**src/hw/rtl/pns_ram.sv**
```systemverilog
// Generic RAM with one write port and two registered read ports.
`default_nettype none
module pns_ram #(
    parameter int WIDTH = 8,
    parameter int DEPTH = 256,
    localparam int AW   = $clog2(DEPTH)
) (
    input  logic             i_clk,
    input  logic             i_we,
    input  logic [AW-1:0]    i_waddr,
    input  logic [WIDTH-1:0] i_wdata,
    input  logic             i_re,
    input  logic [AW-1:0]    i_raddr0,
    input  logic [AW-1:0]    i_raddr1,
    output logic [WIDTH-1:0] o_rdata0,
    output logic [WIDTH-1:0] o_rdata1
);
    logic [WIDTH-1:0] r_mem [DEPTH];

    always_ff @(posedge i_clk) begin
        if (i_we) begin
            r_mem[i_waddr] <= i_wdata;
        end
        if (i_re) begin
            o_rdata0 <= r_mem[i_raddr0];
            o_rdata1 <= r_mem[i_raddr1];
        end
    end
endmodule
`default_nettype wire

```
**config.mk**
```make
export PLATFORM = sky130hd
export DESIGN_NAME = pns_ram
export DESIGN_NICKNAME = d
export VERILOG_FILES = /design/src/hw/rtl/pns_ram.sv
export SDC_FILE = /design/constraint.sdc
export NUM_CORES = 2
export LEC_CHECK = 0
export BUFFER_PORTS_ARGS = -buffer_cell sky130_fd_sc_hd__clkbuf_2
export CELL_PAD_IN_SITES_DETAIL_PLACEMENT = 1
export CELL_PAD_IN_SITES_GLOBAL_PLACEMENT = 1
export CORE_MARGIN = 3
export CORE_UTILIZATION = 53
export DETAILED_ROUTE_END_ITERATION = 8
export PLACE_DENSITY = 0.73
export SETUP_SLACK_MARGIN = 0.02
export SLEW_MARGIN = 20
export SYNTH_ARGS = -nofsm -noshare
export SYNTH_HDL_FRONTEND = slang
export SYNTH_SLANG_ARGS = --single-unit
```
**constraint.sdc**
```tcl
create_clock -name i_clk -period 3.6 [get_ports i_clk]
set_clock_uncertainty 0.05 [all_clocks]
set_input_delay 0 -clock i_clk [delete_from_list [all_inputs] [get_ports i_clk]]
set_output_delay 0 -clock i_clk [all_outputs]
set_load 0.01 [all_outputs]
```
## Word level (Yosys, flattened, before mapping)

Memories as Yosys holds them, arrays and structs flattened. A register that Yosys moved wholly into a read port is not among the register bits.
Cells that the tools add are included.
W data, S select, Z words.

- Muxes and demuxes: 2

Operators by type and width:

| cell | count |
|---|---|
| $mux W1 | 2 |

- Word-level logic and storage cells: 3
- RAM bits: 2048
- Memories kept: 1
- Output and inout bits: 16
- Bits in registers: 0
- Bits of input ports: 35

Memories:

| name | depth | bits a word | rd ports | clocked after Yosys merged registers in | wr ports | line | source |
|---|---|---|---|---|---|---|---|
| r_mem | 256 | 8 | 2 | 2 | 1 | 18 | `logic [WIDTH-1:0] r_mem [DEPTH];` |

## Depth between registers and ports, before layout

- Depth after elaboration: 2
- Mapped depth: 12
- Gate-level depth less buffers: 6

## Worst setup path before layout

Ideal clock, no wire load.

- Kind: input -> register
- From: input port i_raddr1[0]
- To: register o_rdata1[0] (read register of r_mem), data pin
- Data arrival time: 1.901 ns
- Path slack: 1.372 ns
- Stages: 9
- Setup time: 0.277 ns
- Buffers on the path: 3
- Data required time: 3.273 ns
- Cell sequence: buf_4 buf_6 buf_2 mux4_2 mux4_2 nand2_1 a21oi_1 a21oi_1 a221oi_2

RTL lines:

| item | line | source |
|---|---|---|
| start: declaration | 14 | `input logic [AW-1:0] i_raddr1,` |
| end: declaration | 16 | `output logic [WIDTH-1:0] o_rdata1` |

==> metrics.csv <==
stage,metric,value,unit
sta,layout_min_cycle_time,3190,ps
detailed_routing,drt-total-wl,326000,um
sta,final-setup-viol-count,0,
yosys,synth.most_common_cell,edfxtp_1,
detailed_routing,antenna_violating_nets_post_route,0,
sta,timing.max_slew.rel_slack,0.182,
yosys,synth-async-reset-ratio,0,
global_routing,first_global_vias,58800,
critical_path,max_stage_delay,780,ps
die,design.portCount,51,
yosys,ranking_of_synthesized_cells_by_area,"edfxtp_1 (64%), mux4_2 (24%), mux2i_1 (2.4%)",
power,power.density_cell_area,484,nW/um2
critical_path,cp_data_required_time,4140,ps
die,die_width,434,um
critical_path,worstPathMaxFanout,2,
clock_tree,insertion_delay,870,ps
sta,layout_worst_path_cycle_share,0.886,
yosys,postSynth.topFlopCell,edfxtp_1,
critical_path,cp_cell_sequence,mux4_2 -> a22o_1 -> a221oi_1 -> o22ai_1 -> o32ai_1 -> buf_4 -> nor3_1,
detailed_routing,drcViolationCount,0,
global_routing,globalRouteTotalUtil,0.349,
sta,fin_worst_hold_slack,150,ps
clock_tree,cts_max_level,4,
placement,numPortBuffers,50,
clock_tree,cts_made_buffers,215,
clock_tree,cts_hold_repair.buffers,16,
yosys,post_synthesis_cell_area,97100,um2
final_layout,finish.net_count,5323,
critical_path,crit_slowest_cell,o32ai_1,
sta,maxSlewViolCount,0,
placement,gp_routability_congestion,0.950,
detailed_routing,viasPerCell,7.39,
die,die_h,434,um
power,ir_worst_vdd,380,uV
yosys,synth_largest_area_cell,edfxtp_1,
clock_tree,clock_tree.root_cell,clkbuf_16,
clock_tree,cts.repair.resized,0,
final_layout,nFillCells,15200,
yosys,synth_enable_flop_cells,2064,
power,power,53.2,mW
final_layout,final_util,0.605,
sta,worst_slew_pin_slew,1220,ps
placement,detailed_place_hpwl,218000,um
global_routing,global_route_wire_length_before_repair,457000,um
yosys,yosys_register_bits,2064,
detailed_routing,avgRoutedWirePerCell,41.5,um
yosys,synth.avg_cell_area,20.0,um2
die,die-area,188000,um2
run_status,status,finished clean,
sta,worst_slack,411,ps
yosys,synth-seq-area-share,0.638,
die,initial_utilization,0.535,
final_layout,design_area,110000,um2
clock_tree,clk_transition_reported_paths,60,ps
yosys,synth_fp_nets,4882,
placement,placed_insts,7424,
global_routing,grt_remaining_overflow,0,
final_layout,drive_gt1_frac,0.367,
global_routing,grt_start_max_net_pins,136,
critical_path,worst_setup_path_start_kind,flop,
critical_path,capturing_element_type_of_the_critical_path,flop,
placement,instance_area_at_placement,103000,um2
die,core_region_area,182000,um2
yosys,post-synth-top-area-fraction,0.638,
flow_run,drv.max_cap_violation_count,0,
yosys,post_synth_most_frequent_cells,"edfxtp_1 (2064), mux4_2 (1051), nor2_1 (298)",
clock_tree,cts.path.max_buffers,3,
power,power.static_leakage,35.2,nW
sta,grt_setup_unrepaired,no,
clock_tree,cts_setup_buffers,0,
critical_path,path_class,flop to flop,
yosys,ys.warnings.count,0,
sta,fmaxAchievable,314,MHz
final_layout,finalNonFillerCells,7842,
final_layout,area_growth_from_synthesis_to_layout,13.1,%
sta,setup_tns,0,ps
global_routing,antenna_found_initial,21,
detailed_routing,dr_total_vias,58000,
clock_tree,cts_sinks,2064,
worst_hold_path,holdCritPathClass,input pin to flop,
sta,timing_hold_violations_final,0,
detailed_routing,drtIter0Drc,8710,
clock_tree,tritoncts_clock_tree,built,
placement,pre_cts_ws,-214,ps
yosys,distinct_cell_type_count_after_synthesis,64,
critical_path,worstPathArrival,3730,ps
yosys,synth_cells,4847,
die,std_cell_rows,156,
detailed_routing,detail_route.first_pass.iterations,6,
==> worst paths after layout <==
check                                              from               endpoint  slack (ps)  depth (start not counted)
worst max-delay path             r_mem[86][5]$_DFFE_PP_  o_rdata0[5]$_DFFE_PP_         410                          7
worst min-delay path                        i_raddr1[6]  o_rdata1[4]$_DFFE_PP_         150                          7
worst max register to register   r_mem[86][5]$_DFFE_PP_  o_rdata0[5]$_DFFE_PP_         410                          7
worst min register to register  r_mem[189][7]$_DFFE_PP_  o_rdata1[7]$_DFFE_PP_         970                          4
==> cell families after synthesis <==
group                  share of synthesized area
flip-flops                                 0.638
AO/OA/AOI/OAI                             0.0353
AND/OR/NAND/NOR                           0.0269
buffers and inverters                     0.0273
multiplexers                               0.272
==> power breakdown <==
| part | switching [mW] | leakage [nW] | internal, mW |
|---|---|---|---|
| Clock | 9.43 | 3.31 | 12.3 |
| Sequential | 0.0883 | 18.6 | 26.5 |
| Combinational | 2.93 | 13.3 | 1.92 |
==> sequential cells by signal, summed over array words and instances, names as in the netlist <==
name and cells:
o_rdata0 8, r_mem 2048, o_rdata1 8
==> final cells by class <==
cell class                 instances  area [um2]  share of cell area
sequential                      2064       62000               0.564
timing repair buffer             619        5610              0.0510
inverter                           6        26.3            0.000239
clock inverter                   119        1030             0.00936
multi-input combinational       2382       32500               0.296
antenna                           10        25.0            0.000228
clock buffer                     272        5720              0.0521
tap                             2370        2970              0.0270
==> critical path: cells and delay by family, from the launching register on <==
kind | cells | cell delay [ps]
mux | 1 | 480
simple gates | 1 | 40
flops | 1 | 390
compound gates | 4 | 1730
buf+inv | 1 | 230
==> per-layer routing <==
layer / vias up / wire length, um / GRT usage
li1: 22000 / - / -
met1: 31100 / 117000 / 0.472
met2: 4174 / 153000 / 0.537
met3: 719 / 38200 / 0.0893
met4: 6 / 17700 / 0.162
met5: - / 41 / 0
==> layout by cell type (no fill, tap or decap), types with 33 or more instances in the layout <==
cell	instances
clkbuf_16	221
a22oi_1	62
clkinv_1	49
mux2i_1	236
clkbuf_2	33
o21ai_0	34
nand2_1	114
buf_12	71
clkbuf_1	51
clkinv_2	41
o22ai_1	48
o221ai_1	65
a21oi_1	79
nor2_1	298
nand3_1	52
edfxtp_1	2064
buf_4	483
mux4_2	1051
mux2_2	38
No activity file was read; power rests on OpenSTA's default activity.
